[src/hw/rtl/sfx_pkg.sv]
`default_nettype none

package sfx_pkg;

	// Operation codes carried in the tuser field of the input beat.
	typedef enum logic [1:0] {
		OP_HOST_WRITE = 2'd0,
		OP_TX_READY   = 2'd1,
		OP_LINE_RECV  = 2'd2,
		OP_HOST_READ  = 2'd3
	} op_t;

	// Configuration register indexes.
	typedef enum logic [1:0] {
		REG_XOFF_THRESHOLD = 2'd0,
		REG_XON_THRESHOLD  = 2'd1,
		REG_XOFF_CODE      = 2'd2,
		REG_XON_CODE       = 2'd3
	} reg_index_t;

	localparam int unsigned BYTE_W   = 8;
	localparam int unsigned THRESH_W = 7;
	localparam int unsigned CFG_W    = 8;
	localparam int unsigned S_TDATA_W = 16;
	localparam int unsigned S_TUSER_W = 2;
	localparam int unsigned M_TDATA_W = 24;

	localparam int unsigned SEND_DEPTH_DEFAULT = 64;
	localparam int unsigned RECV_DEPTH_DEFAULT = 64;

	localparam logic [THRESH_W-1:0] XOFF_THRESHOLD_RST = 7'd40;
	localparam logic [THRESH_W-1:0] XON_THRESHOLD_RST  = 7'd10;
	localparam logic [BYTE_W-1:0]   XOFF_CODE_RST      = 8'd19;
	localparam logic [BYTE_W-1:0]   XON_CODE_RST       = 8'd17;

	// Occupancy flags a FIFO hands to the control logic.
	typedef struct packed {
		logic full;
		logic empty;
	} fifo_status_t;

endpackage

`default_nettype wire

[src/hw/rtl/sfx_fifo.sv]
`default_nettype none

// Byte FIFO with a registered read port. The read data register loads the
// head entry on the cycle the pop is taken and holds it until the next pop.
module sfx_fifo #(
	parameter int unsigned DEPTH = sfx_pkg::SEND_DEPTH_DEFAULT
) (
	input  wire logic                          clk,
	input  wire logic                          arst_n,
	input  wire logic                          push,
	input  wire logic                          pop,
	input  wire logic [sfx_pkg::BYTE_W-1:0]    wdata,
	output logic [sfx_pkg::BYTE_W-1:0]         rdata,
	output logic [$clog2(DEPTH+1)-1:0]         count,
	output sfx_pkg::fifo_status_t              status
);

	localparam int unsigned PW = $clog2(DEPTH);
	localparam int unsigned CW = $clog2(DEPTH+1);
	localparam logic [PW-1:0] LAST = PW'(DEPTH - 1);

	logic [sfx_pkg::BYTE_W-1:0] mem [DEPTH];
	logic [PW-1:0]              head_q;
	logic [PW-1:0]              tail_q;
	logic [CW-1:0]              count_q;
	logic [sfx_pkg::BYTE_W-1:0] rdata_q;

	always_ff @(posedge clk) begin
		if (push) begin
			mem[tail_q] <= wdata;
		end
		if (pop) begin
			rdata_q <= mem[head_q];
		end
	end

	always_ff @(posedge clk or negedge arst_n) begin
		if (!arst_n) begin
			head_q  <= '0;
			tail_q  <= '0;
			count_q <= '0;
		end else begin
			if (push) begin
				tail_q <= (tail_q == LAST) ? '0 : tail_q + PW'(1);
			end
			if (pop) begin
				head_q <= (head_q == LAST) ? '0 : head_q + PW'(1);
			end
			if (push && !pop) begin
				count_q <= count_q + CW'(1);
			end else if (pop && !push) begin
				count_q <= count_q - CW'(1);
			end
		end
	end

	assign rdata        = rdata_q;
	assign count        = count_q;
	assign status.full  = (count_q == CW'(DEPTH));
	assign status.empty = (count_q == '0);

endmodule

`default_nettype wire

[src/hw/rtl/serial_fifos_xon_xoff_unit.sv]
`default_nettype none

// Channel  | Direction | Payload (from bit 0 up)
// s_*      | in        | tdata: host_byte[7:0], line_byte[15:8]; tuser: operation[1:0]
// m_*      | out       | send_valid, send_byte, read_valid, read_byte, write_accepted,
//          |           | overflow_flag, input_available, transmit_request, zero pad
// cfg_*    | in        | cfg_addr selects the register, cfg_data carries its value
//
// One beat is taken per clock cycle when the output side keeps up. An accepted beat
// lands in the input register and moves on to the output register, where its result is
// offered, once that register is free or its result is being taken. All FIFO pointer,
// count and flow-control updates happen as the item moves on. Reset clears the pointers,
// counts and flow-control flags, turns transmit requests on and loads the default
// configuration; the byte stores are not cleared and need no pass.
// A stalled output holds both the result and the pending input beat; s_tready drops only
// while both stages are occupied and the result is not being taken.
module serial_fifos_xon_xoff_unit #(
	parameter int unsigned SEND_DEPTH = sfx_pkg::SEND_DEPTH_DEFAULT,
	parameter int unsigned RECV_DEPTH = sfx_pkg::RECV_DEPTH_DEFAULT
) (
	input  wire logic                            clk,
	input  wire logic                            arst_n,
	// Input beats.
	input  wire logic                            s_tvalid,
	output logic                                 s_tready,
	// host_byte[7:0], line_byte[15:8]
	input  wire logic [sfx_pkg::S_TDATA_W-1:0]   s_tdata,
	// operation[1:0]
	input  wire logic [sfx_pkg::S_TUSER_W-1:0]   s_tuser,
	// Result beats.
	output logic                                 m_tvalid,
	input  wire logic                            m_tready,
	// send_valid[0], send_byte[8:1], read_valid[9], read_byte[17:10],
	// write_accepted[18], overflow_flag[19], input_available[20],
	// transmit_request[21], zeros above
	output logic [sfx_pkg::M_TDATA_W-1:0]        m_tdata,
	// Configuration writes.
	input  wire logic                            cfg_we,
	input  wire logic [1:0]                      cfg_addr,
	input  wire logic [sfx_pkg::CFG_W-1:0]       cfg_data
);

	localparam int unsigned BW  = sfx_pkg::BYTE_W;
	localparam int unsigned TW  = sfx_pkg::THRESH_W;
	localparam int unsigned SCW = $clog2(SEND_DEPTH+1);
	localparam int unsigned RCW = $clog2(RECV_DEPTH+1);
	// Compare width wide enough for both the receive count and the thresholds.
	localparam int unsigned CMPW = (RCW > TW) ? RCW : TW;

	// Configuration registers.
	logic [TW-1:0] xoff_thr_q;
	logic [TW-1:0] xon_thr_q;
	logic [BW-1:0] xoff_code_q;
	logic [BW-1:0] xon_code_q;

	// Flow-control state.
	logic          urgent_valid_q;
	logic [BW-1:0] urgent_value_q;
	logic          sender_active_q;
	logic          resume_sent_q;

	// Input register.
	logic          valid_s1;
	sfx_pkg::op_t  op_s1;
	logic [BW-1:0] host_byte_s1;
	logic [BW-1:0] line_byte_s1;

	// Output register; the returned bytes come from the FIFO read registers or the urgent byte.
	logic valid_s2;
	logic send_valid_s2;
	logic read_valid_s2;
	logic write_acc_s2;
	logic overflow_s2;
	logic avail_s2;
	logic tx_req_s2;

	logic advance;

	// FIFO connections.
	logic                  send_push, send_pop;
	logic                  recv_push, recv_pop;
	logic [BW-1:0]         send_rdata, recv_rdata;
	logic [SCW-1:0]        send_count;
	logic [RCW-1:0]        recv_count;
	sfx_pkg::fifo_status_t send_status, recv_status;

	// Next-state values from the combinational step.
	logic          urgent_valid_d;
	logic [BW-1:0] urgent_value_d;
	logic          sender_active_d;
	logic          resume_sent_d;
	logic          send_valid_d;
	logic          read_valid_d;
	logic          write_acc_d;
	logic          overflow_d;
	logic          avail_d;

	logic [CMPW-1:0] recv_cnt_up;
	logic [CMPW-1:0] recv_cnt_dn;

	// The item in the input register moves on whenever the output register is free
	// or its result is being taken this cycle.
	assign advance  = valid_s1 && (!valid_s2 || m_tready);
	assign s_tready = !valid_s1 || advance;

	always_ff @(posedge clk or negedge arst_n) begin
		if (!arst_n) begin
			xoff_thr_q  <= sfx_pkg::XOFF_THRESHOLD_RST;
			xon_thr_q   <= sfx_pkg::XON_THRESHOLD_RST;
			xoff_code_q <= sfx_pkg::XOFF_CODE_RST;
			xon_code_q  <= sfx_pkg::XON_CODE_RST;
		end else if (cfg_we) begin
			unique case (sfx_pkg::reg_index_t'(cfg_addr))
				sfx_pkg::REG_XOFF_THRESHOLD: xoff_thr_q  <= cfg_data[TW-1:0];
				sfx_pkg::REG_XON_THRESHOLD:  xon_thr_q   <= cfg_data[TW-1:0];
				sfx_pkg::REG_XOFF_CODE:      xoff_code_q <= cfg_data[BW-1:0];
				sfx_pkg::REG_XON_CODE:       xon_code_q  <= cfg_data[BW-1:0];
				default:                     xon_code_q  <= xon_code_q;
			endcase
		end
	end

	// Input register: the valid bit is control, the payload loads on acceptance only.
	always_ff @(posedge clk or negedge arst_n) begin
		if (!arst_n) begin
			valid_s1 <= 1'b0;
		end else if (s_tready) begin
			valid_s1 <= s_tvalid;
		end
	end

	always_ff @(posedge clk) begin
		if (s_tvalid && s_tready) begin
			op_s1        <= sfx_pkg::op_t'(s_tuser);
			host_byte_s1 <= s_tdata[7:0];
			line_byte_s1 <= s_tdata[15:8];
		end
	end

	// Receive count after a push or a pop, used for the threshold checks.
	assign recv_cnt_up = CMPW'(recv_count) + CMPW'(1);
	assign recv_cnt_dn = CMPW'(recv_count) - CMPW'(1);

	always_comb begin
		send_push       = 1'b0;
		send_pop        = 1'b0;
		recv_push       = 1'b0;
		recv_pop        = 1'b0;
		urgent_valid_d  = urgent_valid_q;
		urgent_value_d  = urgent_value_q;
		sender_active_d = sender_active_q;
		resume_sent_d   = resume_sent_q;
		send_valid_d    = 1'b0;
		read_valid_d    = 1'b0;
		write_acc_d     = 1'b0;
		overflow_d      = 1'b0;
		avail_d         = !recv_status.empty;

		unique case (op_s1)
			sfx_pkg::OP_HOST_WRITE: begin
				if (!send_status.full) begin
					send_push       = advance;
					sender_active_d = 1'b1;
					write_acc_d     = 1'b1;
				end
			end
			sfx_pkg::OP_TX_READY: begin
				// A pending flow-control byte overtakes the queue.
				if (urgent_valid_q) begin
					send_valid_d   = 1'b1;
					urgent_valid_d = 1'b0;
				end else if (!send_status.empty) begin
					send_valid_d = 1'b1;
					send_pop     = advance;
				end else begin
					sender_active_d = 1'b0;
				end
			end
			sfx_pkg::OP_LINE_RECV: begin
				if (recv_status.full) begin
					overflow_d = 1'b1;
				end else begin
					recv_push = advance;
					avail_d   = 1'b1;
					if (recv_cnt_up > CMPW'(xoff_thr_q)) begin
						urgent_valid_d  = 1'b1;
						urgent_value_d  = xoff_code_q;
						sender_active_d = 1'b1;
					end
				end
			end
			sfx_pkg::OP_HOST_READ: begin
				if (!recv_status.empty) begin
					read_valid_d = 1'b1;
					recv_pop     = advance;
					avail_d      = (recv_cnt_dn != '0);
					// XON goes out once each time the level falls under its threshold.
					if (recv_cnt_dn < CMPW'(xon_thr_q)) begin
						if (!resume_sent_q) begin
							urgent_valid_d  = 1'b1;
							urgent_value_d  = xon_code_q;
							sender_active_d = 1'b1;
							resume_sent_d   = 1'b1;
						end
					end else begin
						resume_sent_d = 1'b0;
					end
				end
			end
			default: begin
				overflow_d = 1'b0;
			end
		endcase
	end

	always_ff @(posedge clk or negedge arst_n) begin
		if (!arst_n) begin
			urgent_valid_q  <= 1'b0;
			urgent_value_q  <= '0;
			sender_active_q <= 1'b1;
			resume_sent_q   <= 1'b0;
			valid_s2        <= 1'b0;
		end else begin
			if (advance) begin
				urgent_valid_q  <= urgent_valid_d;
				urgent_value_q  <= urgent_value_d;
				sender_active_q <= sender_active_d;
				resume_sent_q   <= resume_sent_d;
				valid_s2        <= 1'b1;
			end else if (m_tready) begin
				valid_s2 <= 1'b0;
			end
		end
	end

	// Result flags load with the item; the urgent byte is parked in the send FIFO's
	// place by selecting it here when it was sent instead of a queued byte.
	logic          urgent_sent_s2;
	logic [BW-1:0] urgent_byte_s2;

	always_ff @(posedge clk) begin
		if (advance) begin
			send_valid_s2  <= send_valid_d;
			read_valid_s2  <= read_valid_d;
			write_acc_s2   <= write_acc_d;
			overflow_s2    <= overflow_d;
			avail_s2       <= avail_d;
			tx_req_s2      <= sender_active_d;
			urgent_sent_s2 <= (op_s1 == sfx_pkg::OP_TX_READY) && urgent_valid_q;
			urgent_byte_s2 <= urgent_value_q;
		end
	end

	sfx_fifo #(
		.DEPTH (SEND_DEPTH)
	) u_send_fifo (
		.clk    (clk),
		.arst_n (arst_n),
		.push   (send_push),
		.pop    (send_pop),
		.wdata  (host_byte_s1),
		.rdata  (send_rdata),
		.count  (send_count),
		.status (send_status)
	);

	sfx_fifo #(
		.DEPTH (RECV_DEPTH)
	) u_recv_fifo (
		.clk    (clk),
		.arst_n (arst_n),
		.push   (recv_push),
		.pop    (recv_pop),
		.wdata  (line_byte_s1),
		.rdata  (recv_rdata),
		.count  (recv_count),
		.status (recv_status)
	);

	logic [BW-1:0] send_byte_out;
	logic [BW-1:0] read_byte_out;

	// Bytes read as zero whenever their valid flag is low.
	always_comb begin
		send_byte_out = '0;
		if (send_valid_s2) begin
			send_byte_out = urgent_sent_s2 ? urgent_byte_s2 : send_rdata;
		end
		read_byte_out = read_valid_s2 ? recv_rdata : '0;
	end

	assign m_tvalid = valid_s2;
	assign m_tdata  = {
		2'b00,
		tx_req_s2,
		avail_s2,
		overflow_s2,
		write_acc_s2,
		read_byte_out,
		read_valid_s2,
		send_byte_out,
		send_valid_s2
	};

	// The send count is only needed through the full and empty flags.
	logic unused_send_count;
	assign unused_send_count = ^send_count;

endmodule

`default_nettype wire

[config.mk]
export PLATFORM = sky130hd
export DESIGN_NAME = serial_fifos_xon_xoff_unit
export DESIGN_NICKNAME = d
export VERILOG_FILES = /design/src/hw/rtl/sfx_pkg.sv /design/src/hw/rtl/sfx_fifo.sv /design/src/hw/rtl/serial_fifos_xon_xoff_unit.sv
export SDC_FILE = /design/constraint.sdc
export NUM_CORES = 1
export LEC_CHECK = 0
export BUFFER_PORTS_ARGS = -buffer_cell sky130_fd_sc_hd__buf_2
export CORE_MARGIN = 5
export CORE_UTILIZATION = 38
export CTS_CLUSTER_DIAMETER = 30
export DETAILED_ROUTE_END_ITERATION = 10
export HOLD_SLACK_MARGIN = 0.12
export PLACE_DENSITY = 0.61
export SYNTH_ARGS = -nofsm -noshare
export SYNTH_HDL_FRONTEND = slang
export SYNTH_SLANG_ARGS = --single-unit
[constraint.sdc]
create_clock -name clk -period 4.79 [get_ports clk]
set_input_delay 0.2395 -clock clk [delete_from_list [all_inputs] [get_ports clk]]
set_output_delay 0.2395 -clock clk [all_outputs]
set_load 0.005 [all_outputs]
**Yosys cells after proc, flatten, opt, wreduce, memory -nomap -nowiden**

Memories as Yosys holds them, arrays and structs flattened. A register that Yosys moved wholly into a read port is not among the register bits.
Cells that the tools add are included.

- Add/subtract/negate cells: 8
- Magnitude comparators: 2
- Equality and inequality tests: 17
- Multiplexer cells: 56
- Bitwise operators: 1
- Reductions and logical operators: 33

Operators with widths:

| operator | number |
|---|---|
| $mux 8 | 8 |
| $mux 1 | 36 |
| $mux 7 | 4 |
| $add 6x1->6 const B | 4 |
| $eq 6x6->1 const B | 4 |
| $mux 6 | 4 |
| $pmux 8 s2 | 1 |
| $add 7x1->7 const B | 2 |
| $eq 7x7->1 const B | 2 |
| $logic_not 7->1 | 2 |
| $reduce_and 7->1 | 2 |
| $sub 7x1->7 const B | 2 |
| $ne 2x2->1 const B | 5 |
| $eq 2x2->1 const B | 4 |
| $reduce_and 2->1 | 4 |
| $reduce_bool 2->1 | 4 |
| $gt 7x7->1 | 1 |
| $logic_and 1x1->1 | 7 |
| $logic_not 1->1 | 7 |
| $lt 7x7->1 | 1 |
| $reduce_bool 7->1 | 1 |
| $eq 2x1->1 const B | 2 |
| $logic_not 2->1 | 2 |
| $pmux 1 s4 | 1 |
| 6 further kinds | 7 |

- Bits in registers: 114
- Memory bits (writable): 1024
- Output and inout port bits: 26
- Logic and storage cells: 146
- Memories: 2

Memories:

| memory | depth | bits a word | read ports | clocked after memory_dff | write ports | RTL line | RTL |
|---|---|---|---|---|---|---|---|
| u_recv_fifo.mem | 64 | 8 | 1 | 1 | 1 | sfx_fifo.sv:22 | `logic [sfx_pkg::BYTE_W-1:0] mem [DEPTH];` |
| u_send_fifo.mem | 64 | 8 | 1 | 1 | 1 | sfx_fifo.sv:22 |  |

**Depth between registers and ports, before layout**

Gate-level depths: netlist of the first run.

- Word-level depth: 9
- Gate-level depth with buffers: 13

**Modules after synthesis**

Synthesis of the first run repeated with hierarchy kept, for this count alone.

- Cell total of the unflattened synthesis: 2451
- Area total of the unflattened synthesis: 46285.6 um2

By module, submodules not included:

| module | instances | cells each | area each (um2) | sequential area each (um2) |
|---|---|---|---|---|
| sfx_fifo (u_recv_fifo) | 1 | 1131 | 21380.5 | 16090.4 |
| sfx_fifo (u_send_fifo) | 1 | 1017 | 21090.2 | 16090.4 |
| serial_fifos_xon_xoff_unit | 1 | 303 | 3814.9 | 2079.5 |

**Worst setup path after synthesis of the first run**

OpenSTA, ideal clock, no wires.

- Path type: register -> register
- Start: register u_send_fifo.count_q[0], in the netlist u_send_fifo.count[0]
- End: register u_send_fifo.count_q[5], in the netlist u_send_fifo.count[5]
- Data arrival time: 3.200 ns
- Data required time: 4.654 ns
- Setup slack: 1.453 ns
- Stages on the path, launching flop included: 13
- Clock period less this slack: 3.337 ns
- Cells stage by stage: dfrtp_1 > or4_1 > or3_4 > nand3_2 > inv_2 > ha_1 > inv_1 > ha_1 > a21o_1 > a21o_1 > a21oi_1 > nor4_1 > or3b_2

- Elaborated cells between the ends (all ways): 16
- Those cells by class: 2 x add/sub; 1 x eq/ne; 7 x mux; 6 x reduce/logical

RTL lines:

| what | RTL line | RTL |
|---|---|---|
| start, declared | sfx_fifo.sv:25 | `logic [CW-1:0] count_q;` |
| start signal, assigned | sfx_fifo.sv:50 | `count_q <= count_q + CW'(1);` |
| start signal, assigned | sfx_fifo.sv:52 | `count_q <= count_q - CW'(1);` |
| $eq 7x7->1 * | sfx_fifo.sv:59 | `assign status.full = (count_q == CW'(DEPTH));` |
| $mux 1 * | serial_fifos_xon_xoff_unit.sv:161 | `if (!send_status.full) begin` |
| $mux 1 * | serial_fifos_xon_xoff_unit.sv:159 | `unique case (op_s1)` |
| net send_push | serial_fifos_xon_xoff_unit.sv:80 | `logic send_push, send_pop;` |
| $logic_not 1->1 | sfx_fifo.sv:51 | `end else if (pop && !push) begin` |
| $logic_and 1x1->1 | sfx_fifo.sv:51 |  |
| $reduce_bool 2->1 (no line) | n/a |  |

The timed path passes the listed nets; every way through them passes the cells marked *. The select of a mux whose other input is x is not followed.
A chain may end at the register's enable or synchronous reset.

**Worst setup path after layout of the first run**

Ends and elaborated chain as after synthesis.

==> reports/results.txt, run 1 <==
The run finished with clean final reports. For the worst setup path, the data arrival time is 4420 ps. Number of enable flip-flop cells after synthesis: 1,073. CTS sink count: 1,154.

Synthesis produced a netlist whose cell count is 2,379. Starting density of the core: 38.1%. Static timing analysis puts the maximum clock frequency at 265 MHz. For this design the ratio of total power to cell area is 579 nW/µm². VDD sags by at most 365 µV. The clock tree synthesis step divided the H-tree into 4 levels. The first global-routing pass estimated 165,000 µm of wire. The worst slack on hold paths came out at 183 ps. The worst path needs 3780 ps of the cycle, external delays included. The number of setup buffers added after CTS is 0. Averaged over all synthesized cells, the footprint is 19.4 µm². The min-delay analysis places its worst path in the category in2reg. From synthesis to final layout, the design area changed by 20.2%.

The tools report the number of cells in the finished layout apart from fillers as 4,387. After synthesis, flip-flops and latches occupy 74.2% of the total area. After synthesis the cells add up to 46,200 µm². Walking the worst path, the cells encountered are or4_1 > or3_4 > nand3_2 > inv_2 > ha_1 > inv_1 > ha_1 > a21o_1 > a21o_1 > a21oi_1 > nor4_1 > or3b_2.

The die width works out to 359 µm. STA puts the critical path data required time at 5430 ps. In this run the biggest area consumer among cell types represents 69.8% of the synthesized area. The tools report the number of distinct library cell variants in the gate-level netlist after synthesis as 79. Of all nets on the critical path, the largest fanout is 9. 59 I/O pins were placed. In this run the static leakage power is 18.2 nW.

Kind of end point of the critical path: a flip-flop. On the final layout, the worst clock skew is 29.9 ps. For this run, the leading register cell type out of synthesis is sky130_fd_sc_hd__edfxtp_1. The largest registers in the layout are u_recv_fifo.mem: 512 flops, u_send_fifo.mem: 512 flops.

For the violation count after the first detailed-route iteration, the log shows 2,331. The largest individual stage delay along the critical path comes from the cell sky130_fd_sc_hd__or4_1. Setup repair after global routing left no endpoint under its margin. STA classifies the critical path startpoint as a flip-flop. The maximum cell stage delay along the critical path was 590 ps; the number of buffers and inverters on the critical path was 2.

The initial antenna violation count was 0; the number of setup violations in the final report was 0. The total DRC errors in the routed layout is 0, and the reported max-cap violation count is 0. The flop and latch count out of synthesis was 1,154; the number of gates resized after cts was 0.

After detailed routing, the number of vias per cell comes to 5.50. The layout cell share with drive strength beyond 1 came out at 28.2%. The pin slew with the least headroom to its limit works out to 1200 ps. After layout, the worst path uses 78.9% of the clock period. By instance count, the leading cell after synthesis is sky130_fd_sc_hd__edfxtp_1. Entering global routing, the biggest net connects 66 pins. The clock reaches the later pin of the worst-skew pair after 780 ps.

Overall overflow remaining after global route: 0. Of all cell types, the one taking the most synthesized area is sky130_fd_sc_hd__edfxtp_1. The root buffer cell is sky130_fd_sc_hd__clkbuf_16.

For this run, the post-layout net count is 2,660. The initialized floorplan defines 128 standard-cell rows. Once placement completed, the tool counted placed cells totaling 3,975.

The global placement routability congestion was 0.826; the average wire per standard cell was 25.1 µm. For this block, the routed nets add up to 110,000 µm of wire. The clock passes through at most 3 buffers. By count the netlist is led by sky130_fd_sc_hd__edfxtp_1 (1,073), sky130_fd_sc_hd__mux4_2 (236), sky130_fd_sc_hd__nor2_1 (172). The logs give 20.0% for the worst slew margin relative to its limit and 0 for the total of warnings raised by yosys.

The via count of the first global-routing pass was 24,600. The repair_antennas step left the layout with diodes totalling 0. Clock-pin slew was measured on the worst setup and hold paths at 50 ps.

Adding up every negative setup slack in the final design gives 0 ps. In the post-synthesis netlist, the biggest area contributors are sky130_fd_sc_hd__edfxtp_1 (70%), sky130_fd_sc_hd__mux4_2 (12%), sky130_fd_sc_hd__dfrtp_1 (3.8%). The global routing usage summed across all routing layers was 17.1%. The total number of vias is 24,100. The core region is 121,000 µm². The share of synthesized flip-flops with an asynchronous set or reset is 7.02%, and the number of antenna-violating nets in the routed design is 0. The number of port buffers was 56; the die footprint was 129,000 µm².

The number of slew-limit violations in the final report is 0. By startpoint and endpoint, the worst setup path is classified as reg2reg. The floorplan step set the die height to 359 µm. The critical path's top delay family is simple AND/OR/NAND/NOR gates.

The number of buffers added by the clock tree synthesis step is 196. The first detailed-routing pass took 5 iterations. The number of hold violations in the final report was 0. TritonCTS built the clock tree. Summed over all nets, the half-perimeter wirelength after detailed placement is 66,100 µm.
metrics by stage:
step | power [mW] | util, % | area [µm²] | setup slack (ps)
finish | 32.1 | 45.8 | 55500 | 1010
global route | 33.4 | 45.8 | 55500 | 826
CTS | 32.4 | 45.8 | 55500 | 1040
detailed placement | 18.1 | 39.7 | 48200 | 1060
global placement | 18.0 | 39.7 | 48200 | 1090
floorplan | 16.5 | - | 46200 | 1450
placed cells by master, fill, tap and decap left out, types with 28 or more instances in the layout:
cell type	instances
sky130_fd_sc_hd__inv_1	29
sky130_fd_sc_hd__mux2i_1	73
sky130_fd_sc_hd__mux2_2	52
sky130_fd_sc_hd__o22ai_1	29
sky130_fd_sc_hd__o21ai_0	37
sky130_fd_sc_hd__clkbuf_16	202
sky130_fd_sc_hd__inv_6	30
sky130_fd_sc_hd__nand2_1	68
sky130_fd_sc_hd__buf_4	41
sky130_fd_sc_hd__clkinv_2	28
sky130_fd_sc_hd__a21oi_1	33
sky130_fd_sc_hd__dlygate4sd3_1	44
sky130_fd_sc_hd__nor2_1	172
sky130_fd_sc_hd__edfxtp_1	1073
sky130_fd_sc_hd__nor2b_1	28
sky130_fd_sc_hd__dfrtp_1	66
sky130_fd_sc_hd__buf_2	55
sky130_fd_sc_hd__mux4_2	236
sky130_fd_sc_hd__ha_1	32
cell type report:
type | instances | area (µm²)
Clock inverter | 155 | 1760
Inverter | 32 | 120
Multi-Input combinational cell | 1061 | 11000
Fill cell | 9959 | 65700
Tap cell | 1625 | 2030
Clock buffer | 211 | 5120
Sequential cell | 1154 | 34300
Timing Repair Buffer | 149 | 1210
final timing paths:
path                                                   from                               end  slack, ps  depth (start not counted)
setup / recovery           u_send_fifo.count[0]$_DFFE_PN0P_  u_send_fifo.count[5]$_DFFE_PN0P_       1010                         12
hold / removal                                   s_tdata[2]         host_byte_s1[2]$_DFFE_PP_        180                          2
setup reg to reg           u_send_fifo.count[0]$_DFFE_PN0P_  u_send_fifo.count[5]$_DFFE_PN0P_       1010                         12
hold reg to reg               urgent_value_q[4]$_DFFE_PN0P_       urgent_byte_s2[4]$_DFFE_PN_        440                          0
max in group asynchronous                            arst_n          xon_thr_q[1]$_DFFE_PN1P_       3620                          4
min in group asynchronous                            arst_n        xoff_code_q[0]$_DFFE_PN1P_        600                          3
power breakdown:
part / switching (mW) / leakage (nW) / internal (mW)
Sequential: 0.670 / 10.6 / 11.4
Clock: 5.12 / 3.32 / 9.10
Combinational: 3.04 / 4.22 / 2.80
Total: 8.83 / 18.2 / 23.3
layer usage:
metal | part of all wire, % | vias to the layer above | GRT usage (%)
met2 | 47 | 1088 | 26.4
met5 | 0 | - | 0
met3 | 7.3 | 199 | 3.62
li1 | - | 10200 | -
met1 | 43 | 12700 | 24.7
met4 | 2.4 | 0 | 5.47
kinds of logic (layout without fill, tap and decap cells):
logic type | Yosys count | count (layout) | share of synthesized area (%)
DFF | 1154 | 1154 | 74.2
and+or+nand+nor | 408 | 408 | 4.42
muxes | 363 | 363 | 14.5
AOI/OAI and AO/OA | 227 | 227 | 3.49
buffers and inverters | 165 | 547 | 2.00
adders and majority gates | 33 | 33 | 0.910
xor gates and xnor gates | 28 | 28 | 0.531
other | 1 | 2 | 0.00812
repair_timing:
action,4_1_cts,5_1_grt
hold endpoints to repair,133,0
endpoints found under the setup margin,0,0
hold buffers,45,0
Power figures use the tool's default switching activity.
==> run 2: changes to the inputs <==
ABC_AREA = 1   (was unset)
clock period = 3.8 ns   (was 4.79 ns; I/O delays follow)
==> reports/results.txt, run 2 <==
The global routing usage summed across all routing layers was 17.6% (+0.42 points). The data required time at the worst endpoint is 4180 ps (-1250 ps). For the number of antenna-violating nets in the routed design, the log shows 0 (unchanged). The area growth from synthesis to layout was 16.8%; the area share of the largest cell type after synthesis was 67.1% (-2.6 points). TritonCTS built the clock tree. The number of cells traversed by the worst hold path came out at 2 (unchanged). CTS sink count: 1,154 (unchanged). The number of post-CTS setup repair buffers is 0 (unchanged).

The die footprint was 133,000 µm² (+3.8%); the violation count after the first detailed-route iteration was 3,253 (+40%). The detailed-routing iteration count for the pre-antenna-repair pass was 5 (unchanged); the number of buffers and inverters on the critical path was 2 (unchanged). In the final layout, the registers with the most flip-flops are u_recv_fifo.mem: 512 flops, u_send_fifo.mem: 512 flops. The most repeated cell in the gate-level netlist after synthesis is sky130_fd_sc_hd__edfxtp_1. The critical path is of the reg2reg type. The run gives 6,012 (+37%) as the number of cells in the finished layout apart from fillers.

The static power due to leakage is 19.7 nW (+8.5%). Kind of end point of the critical path: a flip-flop. The average via count per standard cell was 5.19 (-5.6%). The top cell types in the final layout, fill and taps aside, are sky130_fd_sc_hd__edfxtp_1 (1,073), sky130_fd_sc_hd__nor2_1 (914), sky130_fd_sc_hd__o21ai_0 (527).

The number of instances in the synthesized netlist is 4,090 (+72%), and the total negative setup slack is 0 ps (unchanged). The total core area was 126,000 µm² (+3.6%). The logs give 44 (-44%) for the number of distinct library cell variants in the gate-level netlist after synthesis and 0 (unchanged) for the number of setup violations in the final report. The die width works out to 365 µm (+1.9%). The tools report the total DRC errors in the routed layout as 0 (unchanged).

The depth of the most critical reg-to-reg path was 8 (-4). By count the netlist is led by sky130_fd_sc_hd__edfxtp_1 (1,073), sky130_fd_sc_hd__nor2_1 (916), sky130_fd_sc_hd__o21ai_0 (527). The proportion of power drawn by flip-flops and latches is 35.9% (-1.7 points). The maximum fanout along the worst path came out at 10 (+1).

For this design, the slowest cell found on the critical path is sky130_fd_sc_hd__nand4_1. For the detailed-placement wirelength estimate, the log shows 68,800 µm (+4.2%). The register-to-register setup slack was 440 ps (-570 ps); the number of hold violations in the final report was 0 (unchanged).

The number of port buffers was 56 (unchanged). The tools report the synthesized area as 48,000 µm² (+3.9%). Walking the worst path, the cells encountered are inv_1 > ha_1 > nand2_4 > nor2_4 > nor3_4 > nand4_1 > buf_4 > nor2_1. The starting density of the core came out at 38.2% (+0.12 points). The later-pin clock latency in the skew report was 760 ps (-20 ps); the power per standard cell area was 751 nW/µm² (+30%). The run gives 0 (unchanged) as the number of gates resized after cts. The run finished with clean final reports.

The height of the chip is 365 µm (+1.9%), and the hold buffer count at CTS is 53 (+18%). The number of buffers added by the clock tree synthesis step was 168 (-14%). Setup repair after global routing left no endpoint under its margin.

The number of enable flip-flop cells after synthesis is 1,073 (unchanged), and the largest net degree at the start of global routing is 178 (+170%). The fmax was 297 MHz (+12%). The most frequent standard cell in the layout excluding fill and tap cells was sky130_fd_sc_hd__edfxtp_1. Summed over all instances, the cell type with the most area after synthesis is sky130_fd_sc_hd__edfxtp_1.

The worst slew margin relative to its limit was 14.0% (-6.0 points); the placed instance count was 5,648 (+42%). The combinational power share came out at 27.9% (+9.7 points). The share of total power consumed by net switching works out to 34.8% (+7.4 points). The type of origin of the critical path was a flip-flop.

The maximum cell stage delay along the critical path was 650 ps (+60 ps). For the reported max-cap violation count, the log shows 0 (unchanged). For hold timing, the worst endpoint is line_byte_s1[4]$_DFFE_PP_. The data arrival at the endpoint of the critical path was 3740 ps (-680 ps); the number of ports placed on the die boundary was 59 (unchanged). The run gives 49,900 µm² (+3.6%) as the placed instance area.

The final-stage net count was 4,287 (+61%). The clock period minus final worst setup slack is 3360 ps (-418 ps). Share of synthesized area occupied by flip-flops and latches: 71.4% (-2.8 points). Critical path's top delay family: simple AND/OR/NAND/NOR gates. Flop and latch count out of synthesis: 1,154 (unchanged). The number of slew-limit violations in the final report was 0 (unchanged).

The worst slack on hold paths is 199 ps (+15.9 ps), and the mean area per synthesized cell is 11.7 µm² (-40%). Capturing point of the worst reg2reg path: u_recv_fifo.mem[0][0]$_DFFE_PP_. The share of the clock period used by the worst path after layout is 88.5% (+9.6 points). The worst supply voltage drop on vdd is 785 µV (+120%).

The type of the most critical hold path was in2reg. The global placement routability congestion was 0.865 (+4.7%); the clock-pin slew of the registers on the worst-case setup and hold paths was 50 ps (about the same). The logs give 3 (unchanged) for the maximum root-to-sink buffer count and 0 (unchanged) for the overall overflow remaining after global route.

Share of synthesized flip-flops with an asynchronous set or reset: 7.02% (unchanged). For the total of fill cells in the finished design, the log shows 11,300 (+13%). For the internal power component, the log shows 27.4 mW (+18%). The average wire per standard cell came out at 19.6 µm (-22%). The startpoint identified for the worst register-to-register timing path is u_recv_fifo.count[0]$_DFFE_PN0P_. Total number of vias: 31,200 (+29%). The tools report the count of inserted antenna diode cells as 0 (unchanged).

After synthesis, the cell types taking the most area are sky130_fd_sc_hd__edfxtp_1 (67%), sky130_fd_sc_hd__nor2_1 (7.2%), sky130_fd_sc_hd__o21ai_0 (5.5%). The run gives 130 (+1.6%) as the site row count. The tools report the H-tree level count as 4 (unchanged). The cell sitting at the root of the clock tree is a sky130_fd_sc_hd__clkbuf_16.

The tools report the post-route cell area as 56,000 µm² (+0.90%). Origin of the worst min-delay path: s_tdata[12]. The tools report the aggregate routed wire length as 118,000 µm (+7.2%). The clock power share is 36.2% (-8.0 points). The initial antenna violation count came out at 0 (unchanged). For the switching power summed over all nets, the log shows 14.7 mW (+66%).

Most used flip-flop cell after synthesis: sky130_fd_sc_hd__edfxtp_1. The tools report the worst-case clock skew as 26.1 ps (-3.83 ps). The layout cell share with drive strength beyond 1 works out to 11.3% (-17 points). The global-route wire length before repair came out at 182,000 µm (+11%). The pin slew with the least headroom to its limit was 1290 ps (+89.3 ps); the via count of the first global-routing pass was 31,000 (+26%). The total of warnings raised by yosys is 0 (unchanged).
## run 2: cell type report
| cell class | instances | area [µm²] | area share [%] |
|---|---|---|---|
| inverters | 167 | 637 | 1.14 |
| clock buffers | 193 | 4410 | 7.88 |
| well taps | 1650 | 2060 | 3.68 |
| clock inverters | 118 | 1200 | 2.14 |
| repair buffers | 190 | 1590 | 2.84 |
| multi-input cells | 2540 | 11900 | 21.2 |
| flip-flops and latches | 1154 | 34300 | 61.2 |
## run 2: metal layers
| metal | GRT usage [%] | part of all wire (%) | up-vias |
|---|---|---|---|
| met5 | 0 | 0 | - |
| met3 | 3.10 | 6.8 | 145 |
| met2 | 27.8 | 46 | 1059 |
| met1 | 25.0 | 45 | 15400 |
| li1 | - | - | 14700 |
| met4 | 4.99 | 2.0 | 0 |
## run 2: cells by family after synthesis
kind of cell | Yosys count | share of synthesized area, %
XOR/XNOR | 21 | 0.383
buffers and inverters | 397 | 3.92
AO/OA/AOI/OAI | 757 | 8.61
multiplexers | 8 | 0.167
adder cells (fa/ha/maj) | 33 | 0.876
flip-flops | 1154 | 71.4
other | 1 | 0.00781
AND/OR/NAND/NOR | 1719 | 14.6
## run 2: worst register-to-register path, delay by kind of cell (launching register included)
kind / cells / cell delay, ps
simple gates: 5 / 1750
buf+inv: 2 / 520
flops: 1 / 470
fa+ha+maj: 1 / 250
## run 2: how the worst max path moves through the flow
stage	slack (ps)	start	depth (start not counted)	to
3_5_place_dp	400	u_recv_fifo.count[0]$_DFFE_PN0P_	8	u_recv_fifo.mem[0][5]$_DFFE_PP_
3_3_place_gp	480	u_recv_fifo.count[0]$_DFFE_PN0P_	8	u_recv_fifo.mem[0][7]$_DFFE_PP_
4_1_cts	400	u_recv_fifo.count[0]$_DFFE_PN0P_	8	u_recv_fifo.mem[0][5]$_DFFE_PP_
6_report	440	u_recv_fifo.count[0]$_DFFE_PN0P_	8	u_recv_fifo.mem[0][0]$_DFFE_PP_
5_1_grt	210	op_s1[0]$_DFFE_PP_	7	u_recv_fifo.mem[0][1]$_DFFE_PP_
2_1_floorplan	930	m_tvalid$_DFFE_PN0P_	17	u_send_fifo.count[6]$_DFFE_PN0P_
## run 2: power groups by stage
stage	logic (mW)	registers, mW	clock network, mW
after floorplan	8.26	15.1	0
after global placement	11.5	15.3	0
after detailed placement	11.6	15.3	0
after CTS	11.7	15.1	15.4
after global routing	13.1	15.2	16.0
final	11.7	15.1	15.2
## run 2: stage by stage
stage               utilization [%]  power [mW]  worst slack [ps]
floorplan                         -        23.4               931
global placement               39.7        26.8               485
detailed placement             39.7        27.0               401
CTS                            44.6        42.2               396
global route                   44.6        44.3               212
finish                         44.6        42.1               438
